File: src/rtl/dcfe_pkg.sv
// ----------------------------------------------------------------------------
// dcfe_pkg
// shared types and constants of the der certificate field extractor
// ----------------------------------------------------------------------------
package dcfe_pkg;

    // default number of long-form length bytes that are accepted
    localparam int DEF_MAX_LENGTH_BYTES = 4;

    // characters in one utc time field
    localparam int TIME_CHARS = 12;

    // bytes between the issuer and not-before, and between the two times
    localparam int GAP_BEFORE_TIME   = 4;
    localparam int GAP_BETWEEN_TIMES = 3;

    // result field codes
    localparam logic [1:0] FIELD_SERIAL     = 2'd0;
    localparam logic [1:0] FIELD_NOT_BEFORE = 2'd1;
    localparam logic [1:0] FIELD_NOT_AFTER  = 2'd2;
    localparam logic [1:0] FIELD_LEN_ERROR  = 2'd3;

    // parse phase, one-hot
    typedef enum logic [14:0] {
        PH_IDLE      = 15'b000_0000_0000_0001,
        PH_OUTER_HDR = 15'b000_0000_0000_0010,
        PH_TBS_HDR   = 15'b000_0000_0000_0100,
        PH_VER_HDR   = 15'b000_0000_0000_1000,
        PH_VER_SKIP  = 15'b000_0000_0001_0000,
        PH_SER_HDR   = 15'b000_0000_0010_0000,
        PH_SER_EMIT  = 15'b000_0000_0100_0000,
        PH_ALG_HDR   = 15'b000_0000_1000_0000,
        PH_ALG_SKIP  = 15'b000_0001_0000_0000,
        PH_ISS_HDR   = 15'b000_0010_0000_0000,
        PH_ISS_SKIP  = 15'b000_0100_0000_0000,
        PH_GAP1      = 15'b000_1000_0000_0000,
        PH_NB_EMIT   = 15'b001_0000_0000_0000,
        PH_GAP2      = 15'b010_0000_0000_0000,
        PH_NA_EMIT   = 15'b100_0000_0000_0000
    } phase_t;

    // step inside a tlv header, one-hot
    typedef enum logic [2:0] {
        HS_TAG  = 3'b001,
        HS_LEN  = 3'b010,
        HS_LONG = 3'b100
    } hdr_step_t;

    // one result word
    typedef struct packed {
        logic [1:0] field;
        logic [7:0] value;
        logic       last;
    } result_t;

endpackage

File: src/rtl/dcfe_stream_if.sv
// ----------------------------------------------------------------------------
// dcfe byte and result channels
// valid/ready channels carrying certificate bytes in and field words out
// ----------------------------------------------------------------------------
interface dcfe_byte_if;
    logic       valid;
    logic       ready;
    logic [7:0] data_byte;
    logic       start_req;

    modport source (output valid, output data_byte, output start_req, input ready);
    modport sink (input valid, input data_byte, input start_req, output ready);
endinterface

interface dcfe_result_if;
    logic       valid;
    logic       ready;
    logic [1:0] field;
    logic [7:0] value;
    logic       last;

    modport source (output valid, output field, output value, output last, input ready);
    modport sink (input valid, input field, input value, input last, output ready);
endinterface

File: src/rtl/dcfe_core.sv
// ----------------------------------------------------------------------------
// dcfe_core
// tlv walker: parse state registers and the per-byte next-state logic
// ----------------------------------------------------------------------------
module dcfe_core
    import dcfe_pkg::*;
#(
    parameter int MAX_LENGTH_BYTES = DEF_MAX_LENGTH_BYTES
)
(
    input  logic       clk,
    input  logic       rst_n,
    input  logic       accept,
    input  logic [7:0] data_byte,
    input  logic       start_req,
    output logic       res_valid,
    output result_t    res
);

    localparam int LEN_W = 8 * MAX_LENGTH_BYTES;
    localparam int CNT_W = $clog2(MAX_LENGTH_BYTES + 1);

    phase_t             phase_reg, phase_next;
    hdr_step_t          header_step_reg, header_step_next;
    logic [LEN_W-1:0]   length_accum_reg, length_accum_next;
    logic [LEN_W-1:0]   bytes_left_reg, bytes_left_next;
    logic [CNT_W-1:0]   length_bytes_left_reg, length_bytes_left_next;

    // state as seen by this byte, after a possible restart
    phase_t             ph;
    hdr_step_t          hs;
    logic [LEN_W-1:0]   acc;
    logic [LEN_W-1:0]   bl;
    logic [CNT_W-1:0]   lbl;

    logic               hdr_done;
    logic               body_done;
    logic [LEN_W-1:0]   hdr_len;
    logic [LEN_W-1:0]   bl_dec;
    logic [CNT_W-1:0]   lbl_dec;
    logic [6:0]         len_of_len;

    always_comb
    begin
        ph  = start_req ? PH_OUTER_HDR : phase_reg;
        hs  = start_req ? HS_TAG : header_step_reg;
        acc = start_req ? '0 : length_accum_reg;
        bl  = start_req ? '0 : bytes_left_reg;
        lbl = start_req ? '0 : length_bytes_left_reg;

        phase_next             = ph;
        header_step_next       = hs;
        length_accum_next      = acc;
        bytes_left_next        = bl;
        length_bytes_left_next = lbl;

        res_valid  = 1'b0;
        res        = '0;
        hdr_done   = 1'b0;
        body_done  = 1'b0;
        hdr_len    = '0;
        len_of_len = data_byte[6:0];
        bl_dec     = (bl != '0) ? bl - LEN_W'(1) : '0;
        lbl_dec    = (lbl != '0) ? lbl - CNT_W'(1) : '0;

        case (ph)
            PH_OUTER_HDR, PH_TBS_HDR, PH_VER_HDR, PH_SER_HDR, PH_ALG_HDR, PH_ISS_HDR:
            begin
                case (hs)
                    HS_TAG:
                    begin
                        header_step_next = HS_LEN;
                    end
                    HS_LEN:
                    begin
                        if (!data_byte[7])
                        begin
                            hdr_done = 1'b1;
                            hdr_len  = LEN_W'(data_byte);
                        end
                        else if (len_of_len == 7'd0 || len_of_len > 7'(MAX_LENGTH_BYTES))
                        begin
                            // bad length-of-length: report and drop the parse
                            phase_next             = PH_IDLE;
                            header_step_next       = HS_TAG;
                            length_accum_next      = '0;
                            bytes_left_next        = '0;
                            length_bytes_left_next = '0;
                            res_valid              = 1'b1;
                            res.field              = FIELD_LEN_ERROR;
                            res.value              = 8'd0;
                            res.last               = 1'b1;
                        end
                        else
                        begin
                            length_bytes_left_next = CNT_W'(len_of_len);
                            length_accum_next      = '0;
                            header_step_next       = HS_LONG;
                        end
                    end
                    default:
                    begin
                        // long-form length bytes, big endian
                        length_accum_next      = LEN_W'(acc << 8) | LEN_W'(data_byte);
                        length_bytes_left_next = lbl_dec;
                        if (lbl_dec == '0)
                        begin
                            hdr_done = 1'b1;
                            hdr_len  = length_accum_next;
                        end
                    end
                endcase
            end
            PH_VER_SKIP, PH_ALG_SKIP, PH_ISS_SKIP, PH_GAP1, PH_GAP2:
            begin
                bytes_left_next = bl_dec;
                body_done       = (bl_dec == '0);
            end
            PH_SER_EMIT, PH_NB_EMIT, PH_NA_EMIT:
            begin
                res_valid = 1'b1;
                res.field = (ph == PH_SER_EMIT) ? FIELD_SERIAL :
                            (ph == PH_NB_EMIT)  ? FIELD_NOT_BEFORE : FIELD_NOT_AFTER;
                res.value = data_byte;
                res.last  = (bl <= LEN_W'(1));
                bytes_left_next = bl_dec;
                body_done       = (bl_dec == '0);
            end
            default:
            begin
                phase_next = PH_IDLE;
            end
        endcase

        if (hdr_done)
        begin
            header_step_next       = HS_TAG;
            length_accum_next      = '0;
            length_bytes_left_next = '0;
            case (ph)
                PH_OUTER_HDR: phase_next = PH_TBS_HDR;
                PH_TBS_HDR:   phase_next = PH_VER_HDR;
                PH_VER_HDR:
                begin
                    phase_next = (hdr_len == '0) ? PH_SER_HDR : PH_VER_SKIP;
                    if (hdr_len != '0)
                        bytes_left_next = hdr_len;
                end
                PH_SER_HDR:
                begin
                    phase_next = (hdr_len == '0) ? PH_ALG_HDR : PH_SER_EMIT;
                    if (hdr_len != '0)
                        bytes_left_next = hdr_len;
                end
                PH_ALG_HDR:
                begin
                    phase_next = (hdr_len == '0) ? PH_ISS_HDR : PH_ALG_SKIP;
                    if (hdr_len != '0)
                        bytes_left_next = hdr_len;
                end
                PH_ISS_HDR:
                begin
                    if (hdr_len == '0)
                    begin
                        phase_next      = PH_GAP1;
                        bytes_left_next = LEN_W'(GAP_BEFORE_TIME);
                    end
                    else
                    begin
                        phase_next      = PH_ISS_SKIP;
                        bytes_left_next = hdr_len;
                    end
                end
                default: phase_next = PH_IDLE;
            endcase
        end

        if (body_done)
        begin
            case (ph)
                PH_VER_SKIP: phase_next = PH_SER_HDR;
                PH_SER_EMIT: phase_next = PH_ALG_HDR;
                PH_ALG_SKIP: phase_next = PH_ISS_HDR;
                PH_ISS_SKIP:
                begin
                    phase_next      = PH_GAP1;
                    bytes_left_next = LEN_W'(GAP_BEFORE_TIME);
                end
                PH_GAP1:
                begin
                    phase_next      = PH_NB_EMIT;
                    bytes_left_next = LEN_W'(TIME_CHARS);
                end
                PH_NB_EMIT:
                begin
                    phase_next      = PH_GAP2;
                    bytes_left_next = LEN_W'(GAP_BETWEEN_TIMES);
                end
                PH_GAP2:
                begin
                    phase_next      = PH_NA_EMIT;
                    bytes_left_next = LEN_W'(TIME_CHARS);
                end
                default:
                begin
                    phase_next      = PH_IDLE;
                    bytes_left_next = '0;
                end
            endcase
        end
    end

    always_ff @(posedge clk or negedge rst_n)
    begin
        if (!rst_n)
        begin
            phase_reg             <= PH_IDLE;
            header_step_reg       <= HS_TAG;
            length_accum_reg      <= '0;
            bytes_left_reg        <= '0;
            length_bytes_left_reg <= '0;
        end
        else if (accept)
        begin
            phase_reg             <= phase_next;
            header_step_reg       <= header_step_next;
            length_accum_reg      <= length_accum_next;
            bytes_left_reg        <= bytes_left_next;
            length_bytes_left_reg <= length_bytes_left_next;
        end
    end

`ifndef SYNTHESIS
    // a length error always drops the parse back to idle
    a_err_to_idle: assert property (@(posedge clk) disable iff (!rst_n)
        accept && res_valid && res.field == FIELD_LEN_ERROR |=> phase_reg == PH_IDLE)
        else $error("length error did not return to idle");

    // a restart byte is always taken as the outer tag
    a_restart: assert property (@(posedge clk) disable iff (!rst_n)
        accept && start_req |=> phase_reg == PH_OUTER_HDR && header_step_reg == HS_LEN)
        else $error("restart did not consume the outer tag");

    // outside the header phases the header walker sits at the tag step
    a_step_parked: assert property (@(posedge clk) disable iff (!rst_n)
        (phase_reg == PH_VER_SKIP || phase_reg == PH_SER_EMIT || phase_reg == PH_ALG_SKIP ||
         phase_reg == PH_ISS_SKIP || phase_reg == PH_GAP1 || phase_reg == PH_NB_EMIT ||
         phase_reg == PH_GAP2 || phase_reg == PH_NA_EMIT || phase_reg == PH_IDLE)
        |-> header_step_reg == HS_TAG)
        else $error("header step left busy outside a header");
`endif

endmodule

File: src/rtl/der_certificate_field_extractor.sv
// ----------------------------------------------------------------------------
// der_certificate_field_extractor
// pulls serial, not-before and not-after out of a der x.509 byte stream
// ----------------------------------------------------------------------------
// The block takes one certificate byte per word on the item channel; a word
// with start_req set is the first byte of a certificate and restarts any parse
// under way. It walks the outer and to-be-signed sequence headers, skips the
// version, signature-algorithm and issuer elements, and emits one result word
// per serial content byte (field 0) and per not-before and not-after character
// (fields 1 and 2), with last set on the final byte of each field. A long-form
// length with zero or more than MAX_LENGTH_BYTES length bytes gives a single
// error word (field 3, value 0, last 1) and the parser goes idle. A new byte
// is accepted on every edge while the item channel is ready. Each result is
// registered in the output register, which drives the result channel, or
// in a one-word skid register behind it while the output register is
// stalled; the item channel stalls only while both hold a word, i.e. when
// the result side has been stalled for more than one result.
// ----------------------------------------------------------------------------
module der_certificate_field_extractor
    import dcfe_pkg::*;
#(
    parameter int MAX_LENGTH_BYTES = DEF_MAX_LENGTH_BYTES
)
(
    input  logic          clk,
    input  logic          rst_n,
    dcfe_byte_if.sink     item,
    dcfe_result_if.source result
);

    logic    accept;
    logic    res_valid;
    result_t res;

    // output register and skid register
    logic    out_valid_reg;
    result_t out_reg;
    logic    skid_valid_reg;
    result_t skid_reg;
    logic    out_fire;

    // byte side stalls only when both result slots are full
    assign item.ready = !skid_valid_reg;
    assign accept     = item.valid && item.ready;
    assign out_fire   = out_valid_reg && result.ready;

    dcfe_core #(
        .MAX_LENGTH_BYTES (MAX_LENGTH_BYTES)
    ) u_core (
        .clk       (clk),
        .rst_n     (rst_n),
        .accept    (accept),
        .data_byte (item.data_byte),
        .start_req (item.start_req),
        .res_valid (res_valid),
        .res       (res)
    );

    // control: who holds a word
    always_ff @(posedge clk or negedge rst_n)
    begin
        if (!rst_n)
        begin
            out_valid_reg  <= 1'b0;
            skid_valid_reg <= 1'b0;
        end
        else if (skid_valid_reg)
        begin
            // drain the skid word into the output slot
            if (out_fire)
                skid_valid_reg <= 1'b0;
        end
        else if (accept && res_valid)
        begin
            if (out_valid_reg && !out_fire)
                skid_valid_reg <= 1'b1;
            else
                out_valid_reg <= 1'b1;
        end
        else if (out_fire)
        begin
            out_valid_reg <= 1'b0;
        end
    end

    // payload
    always_ff @(posedge clk)
    begin
        if (skid_valid_reg)
        begin
            if (out_fire)
                out_reg <= skid_reg;
        end
        else if (accept && res_valid)
        begin
            if (out_valid_reg && !out_fire)
                skid_reg <= res;
            else
                out_reg <= res;
        end
    end

    assign result.valid = out_valid_reg;
    assign result.field = out_reg.field;
    assign result.value = out_reg.value;
    assign result.last  = out_reg.last;

`ifndef SYNTHESIS
    // the skid slot is only ever used behind a full output slot
    a_skid_behind_out: assert property (@(posedge clk) disable iff (!rst_n)
        skid_valid_reg |-> out_valid_reg)
        else $error("skid word without an output word");

    // the skid slot fills only when the output slot was stalled
    a_skid_fill: assert property (@(posedge clk) disable iff (!rst_n)
        $rose(skid_valid_reg) |-> $past(out_valid_reg && !result.ready && res_valid))
        else $error("skid filled while output slot was free");

    // a draining skid word keeps the output slot occupied
    a_skid_drain: assert property (@(posedge clk) disable iff (!rst_n)
        skid_valid_reg && result.ready |=> out_valid_reg && !skid_valid_reg)
        else $error("skid word lost on drain");
`endif

endmodule
File: src/flat_wrapper.sv
// flat-port wrapper written by rule: the top's interface ports become plain ports
module der_certificate_field_extractor_flat import dcfe_pkg::*;
#(
    parameter int MAX_LENGTH_BYTES = DEF_MAX_LENGTH_BYTES
)
  (clk, rst_n, item_valid, item_data_byte, item_start_req, item_ready, result_valid, result_field, result_value, result_last, result_ready);
  dcfe_byte_if item_i ();
  dcfe_result_if result_i ();
  input  logic clk;
  input  logic rst_n;
  input wire logic [$bits(item_i.valid)-1:0] item_valid;
  input wire logic [$bits(item_i.data_byte)-1:0] item_data_byte;
  input wire logic [$bits(item_i.start_req)-1:0] item_start_req;
  output wire logic [$bits(item_i.ready)-1:0] item_ready;
  output wire logic [$bits(result_i.valid)-1:0] result_valid;
  output wire logic [$bits(result_i.field)-1:0] result_field;
  output wire logic [$bits(result_i.value)-1:0] result_value;
  output wire logic [$bits(result_i.last)-1:0] result_last;
  input wire logic [$bits(result_i.ready)-1:0] result_ready;
  assign item_i.valid = item_valid;
  assign item_i.data_byte = item_data_byte;
  assign item_i.start_req = item_start_req;
  assign item_ready = item_i.ready;
  assign result_valid = result_i.valid;
  assign result_field = result_i.field;
  assign result_value = result_i.value;
  assign result_last = result_i.last;
  assign result_i.ready = result_ready;
  der_certificate_field_extractor #(.MAX_LENGTH_BYTES(MAX_LENGTH_BYTES)) u_core (.clk(clk), .rst_n(rst_n), .item(item_i), .result(result_i));
endmodule
File: config.mk
export PLATFORM = sky130hd
export DESIGN_NAME = der_certificate_field_extractor_flat
export DESIGN_NICKNAME = d
export VERILOG_FILES = /design/src/rtl/dcfe_pkg.sv /design/src/rtl/dcfe_stream_if.sv /design/src/rtl/dcfe_core.sv /design/src/rtl/der_certificate_field_extractor.sv /design/src/flat_wrapper.sv
export SDC_FILE = /design/constraint.sdc
export NUM_CORES = 1
export LEC_CHECK = 0
export BUFFER_PORTS_ARGS = -buffer_cell sky130_fd_sc_hd__buf_4
export CAP_MARGIN = 25
export CORE_MARGIN = 2
export CORE_UTILIZATION = 50
export CTS_CLUSTER_SIZE = 20
export DETAILED_ROUTE_END_ITERATION = 7
export GPL_TIMING_DRIVEN = 0
export PLACE_DENSITY_LB_ADDON = 0.3
export SYNTH_ARGS = -nofsm -noshare
export SYNTH_HDL_FRONTEND = slang
export SYNTH_SLANG_ARGS = --single-unit
File: constraint.sdc
create_clock -name clk -period 9.9 [get_ports clk]
set_input_delay 0.495 -clock clk [delete_from_list [all_inputs] [get_ports clk]]
set_output_delay 0.495 -clock clk [all_outputs]
set_load 0.005 [all_outputs]
# Word-level counts from Yosys, hierarchy flattened

Index checks and enable logic that the tools add are counted.

$add $sub $neg: 2
Order comparisons: 2
Eq/ne operators: 19
Mux-type cells: 73
Bitwise logic cells: 2
Reduce and logical (&&, ||, !) cells: 25

Operator list:

| kind                  | count |
|---|---|
| $mux 32               | 15 |
| $pmux 32 s2           | 4 |
| $pmux 32 s4           | 1 |
| $pmux 15 s7           | 1 |
| $mux 15               | 6 |
| $mux 11               | 7 |
| $pmux 12 s6           | 1 |
| $logic_not 32->1      | 2 |
| $reduce_bool 32->1    | 2 |
| $mux 3                | 11 |
| $le 32x1->1 const B   | 1 |
| $or 32x8->32          | 1 |
| $sub 32x1->32 const B | 1 |
| $pmux 15 s2           | 1 |
| $pmux 11 s2           | 1 |
| $eq 15x10->1 const B  | 1 |
| $eq 15x11->1 const B  | 1 |
| $eq 15x12->1 const B  | 1 |
| $eq 15x13->1 const B  | 1 |
| $eq 15x14->1 const B  | 1 |
| $eq 15x15->1 const B  | 1 |
| $eq 15x2->1 const B   | 1 |
| $eq 15x3->1 const B   | 1 |
| $eq 15x4->1 const B   | 1 |
| 33 further kinds      | 59 |

Register bits: 109
Input port bits: 13
Output and inout port bits: 13
Logic and storage cells: 136

# Longest topological paths before layout

Depth after elaboration: 13
Depth in mapped cells: 18
Mapped depth without buffers: 12

# Cells and area by module

A second synthesis with hierarchy kept.

Cell total of the unflattened synthesis: 742
Area, all modules: 6686.4 um^2

Modules (own cells, without submodules):

| module                          | instances | cells each | area each (um^2) | sequential area each (um^2) |
|---|---|---|---|---|
| dcfe_core                       | 1         | 696        | 5775.5           | 1929.4 |
| der_certificate_field_extractor | 1         | 46         | 910.9            | 710.7 |

# Worst setup path after synthesis

OpenSTA, ideal clock, no wires.

Path type: input to register
Start: input port item_start_req
End: register u_core.u_core.phase_reg[11]
Library setup time: 0.080 ns
Data arrival time: 4.411 ns
Data required time: 9.820 ns
Setup slack: 5.409 ns
Stages on the path: 17
Buffers on the path: 6
Cells stage by stage: clkbuf_1 clkbuf_1 buf_1 buf_1 clkbuf_1 buf_1 nor2_1 inv_1 ha_1 inv_1 o31a_1 or3_1 a211oi_1 a21oi_1 and3_1 a221o_1 nor3_2

Longest elaborated chain between the ends: 12
Elaborated cells on any way between the ends: 49
Classes of those cells: add/sub (2); eq/ne (16); mux (23); bitwise (1); reduce/logical (7)

RTL lines:

| element                                                 | line               | text |
|---|---|---|
| from (decl)                                             | flat_wrapper.sv:13 | `input wire logic [$bits(item_i.start_req)-1:0] item_start_req;` |
| $mux 3                                                  | dcfe_core.sv:49    | `lbl = start_req ? '0 : length_bytes_left_reg;` |
| $sub 3x1->3 / $reduce_bool 3->1 (equally long branches) | dcfe_core.sv:64    | `lbl_dec = (lbl != '0) ? lbl - CNT_W'(1) : '0;` |
| $mux 3                                                  | dcfe_core.sv:64    |  |
| $logic_not 3->1                                         | dcfe_core.sv:106   | `if (lbl_dec == '0)` |
| $mux 32                                                 | dcfe_core.sv:106   |  |
| $pmux 32 s2                                             | dcfe_core.sv:69    | `case (hs)` |
| $mux 32                                                 | dcfe_core.sv:66    | `case (ph)` |
| $logic_not 32->1                                        | dcfe_core.sv:163   | `if (hdr_len == '0)` |
| $mux 12                                                 | dcfe_core.sv:163   |  |
| $pmux 12 s6                                             | dcfe_core.sv:140   | `case (ph)` |
| $mux 15                                                 | dcfe_core.sv:135   | `if (hdr_done)` |
| $mux 15 (*)                                             | dcfe_core.sv:178   | `if (body_done)` |
| to (signal assigned)                                    | dcfe_core.sv:225   | `phase_reg <= phase_next;` |
| to (decl)                                               | dcfe_core.sv:23    | `phase_t phase_reg, phase_next;` |

Mark *: on every way between the ends. The rest lies on a longest branch, timed or not.
A chain may end at the register's enable or synchronous reset.

# Worst setup path after layout

Start: input port item_start_req
End: register u_core.u_core.bytes_left_reg[31]

Longest elaborated chain between the ends: 13
Elaborated cells on any way between the ends: 54
Classes of those cells: add/sub (2); eq/ne (16); mux (24); bitwise (1); reduce/logical (11)

RTL lines:

| element                                                       | line             | text |
|---|---|---|
| $mux 3                                                        | dcfe_core.sv:49  |  |
| $sub 3x1->3 / $reduce_bool 3->1 (equally long branches)       | dcfe_core.sv:64  |  |
| $mux 3                                                        | dcfe_core.sv:64  |  |
| $logic_not 3->1                                               | dcfe_core.sv:106 |  |
| $mux 32                                                       | dcfe_core.sv:106 |  |
| $pmux 32 s2                                                   | dcfe_core.sv:69  |  |
| $mux 32                                                       | dcfe_core.sv:66  |  |
| $logic_not 32->1 / $reduce_bool 32->1 (equally long branches) | --               |  |
| $mux 32, on equally long branches                             | --               |  |
| $pmux 32 s2                                                   | dcfe_core.sv:140 |  |
| $mux 32                                                       | dcfe_core.sv:135 |  |
| $pmux 32 s4                                                   | dcfe_core.sv:180 | `case (ph)` |
| $mux 32 (*)                                                   | dcfe_core.sv:178 |  |
| to (signal assigned)                                          | dcfe_core.sv:228 | `bytes_left_reg <= bytes_left_next;` |
| to (decl)                                                     | dcfe_core.sv:26  | `logic [LEN_W-1:0] bytes_left_reg, bytes_left_next;` |

Marks and branches as above.

==> run summary <==
## Timing
• 1.05 ns — Slew @ Worst Pin
• 7.02 ns — post-layout min period
• 0.0126 ns — maximum clock skew at final layout
• 0 — final hold violation count
• 29.5% — max_slew headroom
• 142 MHz — Max Clk Rate
• 70.9% — final clock period utilization by the worst path
• false — unrepaired setup endpoints after global routing
• 0.0780 ns — worst hold margin
• 0 — count of final max-slew check failures
• 0 — Setup violations, final
• 0 ns — Sum Neg Setup Slack

## Global route
• 0 — total overflow reported by the global router
• 38.0 mm — wire length of the first global-routing pass
• 45.7% — routing usage on met1
• 80 — largest net degree at the start of global routing
• 53.2% — global routing usage on met2
• met2 — busiest metal layer after global routing
• 34.3% — Global Route Usage Sum
• 5.71% — met3 Usage GRT
• 6642 — vias in the first global route
• 0 — antenna violations before repair

## Die
• 42 — Std-Cell Rows
• 120 um — vertical die dimension
• 14500 um^2 — full die area
• 26 — number of top-level pins
• 13200 um^2 — area of the core
• 120 um — die width
• 51.2% — Initial Util

## Power
• 27.0% — fraction of power consumed by the clock network
• 37.1% — sequential cell fraction of total power
• 39.5% — fraction of power spent switching nets
• 35.9% — combinational group share of total power
• 0.551 mW — net switching component of the power
• 1.40 mW — post-layout total power
• 0.845 mW — cell-internal power
• 2.95 nW — leak pwr
• 0.116 mV — IR Drop Worst-Case VDD
• 185 nW/um^2 — areal power density over the cells

## Synthesis
• 796 — gate count after technology mapping
• 0 — number of warnings issued by yosys
• 74 — count of cell types in the netlist
• sky130_fd_sc_hd__dfrtp_1 — prevailing post-synth register cell
• 813 — net count after synthesis
• 101 — synthesized flop and latch total
• 22 — number of enable-type register cells in the synthesized netlist
• 39.0% — post-synthesis sequential area ratio
• 78.2% — fraction of synthesis flops using an asynchronous set or reset pin
• 8.51 um^2 — post-synthesis area per instance
• 6780 um^2 — Cell Area, Synth

## Layout
• 0 — antenna diode count
• 32 — max reg flops
• 1255 — Layout fillers
• 57.0% — Util after Layout
• 9.38% — share of post-route cells with drive strength above 1
• 854 — Final nets
• 11.4% — area growth from synthesis to final layout

## Clocking
• sky130_fd_sc_hd__clkbuf_16 — clock root cell
• 0 — Post-CTS Setup Bufs
• 0.36 ns — clock latency at the later pin of the worst-skew pair
• 2 — maximum root-to-sink buffer count
• 3 — H-tree levels
• 101 — number of sinks driven by the clock tree
• 0.07 ns — clock-pin slew of the registers on the worst-case setup and hold paths
• 9 — number of clock buffers inserted by TritonCTS
• 0 — quantity of hold-fixing buffers added after cts
• done — clock tree from TritonCTS
• 0 — cells resized by post-CTS repair

## Setup path
• sky130_fd_sc_hd__a211oi_1 — cell with the biggest individual delay on the critical path
• 10.11 ns — Worst Path Required
• flop — endpoint class of the critical path
• buf_4 -> clkbuf_1 -> clkbuf_1 -> buf_1 -> buf_1 -> clkbuf_1 -> buf_1 -> nor2_1 -> inv_1 -> ha_1 -> inv_1 -> o31a_1 -> or3_1 -> a211oi_1 -> a21oi_1 -> clkbuf_1 -> a32oi_1 -> o22ai_1 — cells along the critical path
• 0.75 ns — slowest cell delay on critical path
• 10 — Critical path buffers and inverters
• 10 — critical path peak fanout
• buffers and inverters — cell type group with the largest total delay on the critical path
• primary input — Setup crit start kind
• 7.24 ns — CP Data Arrival Time
• sky130_fd_sc_hd__clkbuf_1 — most numerous cell on the critical path
• primary input to flop — Critical Setup Path Class

## Routing
• 0 — Post-DRT Antenna Nets
• 23.9 um — routed length per placed instance
• 6 — detailed-routing iteration count for the pre-antenna-repair pass
• 24.3 mm — sum of routed wire length over all layers
• 7128 — total via count after detailed routing
• 0 — remaining design rule violation count
• 888 — violation count after the first detailed-routing iteration
• 7.00 — post-DR vias/cell

## Place
• 17.6 mm — HPWL after detailed placement
• 25 — input/output buffers
• 1.05 — routability cong.

## Flow run
• 0 — max capacitance violation total

## Run status
• finished, final reports clean — run status

## Hold path
• primary input to async pin — min-delay worst type

## cells by family after synthesis
kind of cell	after synthesis	synth area share [%]
and+or+nand+nor	317	24.5
adders and majority gates	4	0.739
DFF	101	39.0
muxes	11	1.83
xor gates and xnor gates	11	1.42
AOI/OAI and AO/OA	275	28.1
buffers and inverters	77	4.45
## metrics by stage
step | cells | setup slack, ns | instance area (um^2)
after floorplan | 796 | 5.41 | 6780
after global placement | 997 | 2.86 | 7180
after detailed placement | 999 | 2.80 | 7200
after CTS | 1015 | 3.18 | 7510
after global routing | 1018 | 2.71 | 7550
final | 1018 | 2.88 | 7550
## routing by layer
metal,share of wire [%],vias to the layer above,wire length [um]
met5,0,-,0
met4,5.2,0,1280
met3,8.2,81,2000
met2,45,426,10900
met1,42,3469,10100
li1,-,3152,-
## cells in the final DEF, fill, tap and decap left out, drive strengths merged, types with 5 or more instances in the layout
| cell | synthesis | final |
|---|---|---|
| a31oi | 13 | 13 |
| dfrtp | 77 | 77 |
| nor4 | 32 | 32 |
| nor3b | 9 | 9 |
| o211ai | 8 | 8 |
| o22ai | 7 | 7 |
| or3 | 8 | 8 |
| nand2b | 6 | 6 |
| o2bb2ai | 5 | 5 |
| nor2b | 7 | 7 |
| and2 | 15 | 15 |
| nand3 | 18 | 18 |
| a211oi | 5 | 5 |
| nor2 | 63 | 63 |
| a22o | 33 | 33 |
| xnor2 | 5 | 5 |
| edfxtp | 22 | 22 |
| nand2 | 76 | 76 |
| o2111ai | 6 | 6 |
| buf | 9 | 39 |
| or4 | 12 | 12 |
| nand4b | 5 | 5 |
| clkbuf | 49 | 60 |
| a32oi | 6 | 6 |
| xor2 | 6 | 6 |
| a22oi | 25 | 25 |
| nor3 | 35 | 35 |
| o21a | 7 | 7 |
| a21oi | 39 | 39 |
| and3 | 6 | 6 |
| mux2 | 11 | 11 |
| o21ai | 65 | 65 |
| o31ai | 10 | 10 |
| a21o | 5 | 5 |
| a21boi | 5 | 5 |
| inv | 18 | 21 |
| nand4 | 10 | 10 |
## cell type report
class | count | area, um^2 | area share (%)
well taps | 176 | 220 | 2.92
multi-input cells | 618 | 3840 | 50.8
plain buffers | 58 | 230 | 3.05
repair buffers | 30 | 239 | 3.16
flip-flops and latches | 101 | 2640 | 35.0
clock buffers | 11 | 246 | 3.26
clock inverters | 5 | 65.1 | 0.862
inverters | 19 | 71.3 | 0.944
## Yosys cell counts (7+ instances only)
cell                        n  area, um^2
sky130_fd_sc_hd__dfrtp_1   77        1930
sky130_fd_sc_hd__nand2_1   76         285
sky130_fd_sc_hd__nor2_1    63         236
sky130_fd_sc_hd__o21ai_0   60         300
sky130_fd_sc_hd__clkbuf_1  48         180
sky130_fd_sc_hd__a21oi_1   39         195
sky130_fd_sc_hd__nor3_1    34         170
sky130_fd_sc_hd__a22o_1    33         289
sky130_fd_sc_hd__nor4_1    31         194
sky130_fd_sc_hd__a22oi_1   25         188
sky130_fd_sc_hd__edfxtp_1  22         661
sky130_fd_sc_hd__inv_1     18        67.6
sky130_fd_sc_hd__nand3_1   18        90.1
sky130_fd_sc_hd__and2_1    15        93.8
sky130_fd_sc_hd__a31oi_1   13        81.3
sky130_fd_sc_hd__mux2_2    11         124
sky130_fd_sc_hd__o31ai_1   10        75.1
sky130_fd_sc_hd__or4_1     10        75.1
sky130_fd_sc_hd__nand4_1    9        56.3
sky130_fd_sc_hd__nor3b_1    9        67.6
sky130_fd_sc_hd__o211ai_1   8        60.1
sky130_fd_sc_hd__or3_1      8        50.1
sky130_fd_sc_hd__nor2b_1    7        43.8
sky130_fd_sc_hd__o21a_1     7        52.6
sky130_fd_sc_hd__o22ai_1    7        43.8
## power groups by stage
| stage | combinational (mW) | sequential (mW) | clock [mW] |
|---|---|---|---|
| final | 0.501 | 0.518 | 0.377 |
| after global routing | 0.542 | 0.524 | 0.400 |
| after CTS | 0.485 | 0.516 | 0.382 |
| after detailed placement | 0.481 | 0.524 | 0 |
| after global placement | 0.477 | 0.522 | 0 |
| after floorplan | 0.342 | 0.507 | 0 |
## path summary, 6_finish.rpt
path | from | end | slack (ns) | depth (start not counted)
setup / recovery | item_start_req | u_core.u_core.bytes_left_reg[31]$_DFFE_PN0P_ | 2.88 | 18
hold / removal | rst_n | u_core.u_core.phase_reg[2]$_DFFE_PN0P_ | 0.08 | 1
setup reg to reg | u_core.u_core.bytes_left_reg[6]$_DFFE_PN0P_ | u_core.u_core.bytes_left_reg[2]$_DFFE_PN0P_ | 5.49 | 7
hold reg to reg | u_core.u_core.length_bytes_left_reg[2]$_DFFE_PN0P_ | u_core.u_core.length_bytes_left_reg[2]$_DFFE_PN0P_ | 0.52 | 2
max in group asynchronous | rst_n | u_core.u_core.length_accum_reg[12]$_DFFE_PN0P_ | 9.22 | 2
min in group clk | result_ready | u_core.skid_valid_reg$_DFF_PN0_ | 0.36 | 2
## worst reg2reg max path, cell delays in order, from the launching register on
cell	delay, ns
sky130_fd_sc_hd__dfrtp_1	0.45
sky130_fd_sc_hd__nor4_1	0.89
sky130_fd_sc_hd__nand4_1	0.69
sky130_fd_sc_hd__o31ai_1	0.44
sky130_fd_sc_hd__a32oi_1	0.30
sky130_fd_sc_hd__nor4_1	0.78
sky130_fd_sc_hd__o21ai_1	0.36
sky130_fd_sc_hd__o31ai_1	0.40
Power figures use the tool's default switching activity.
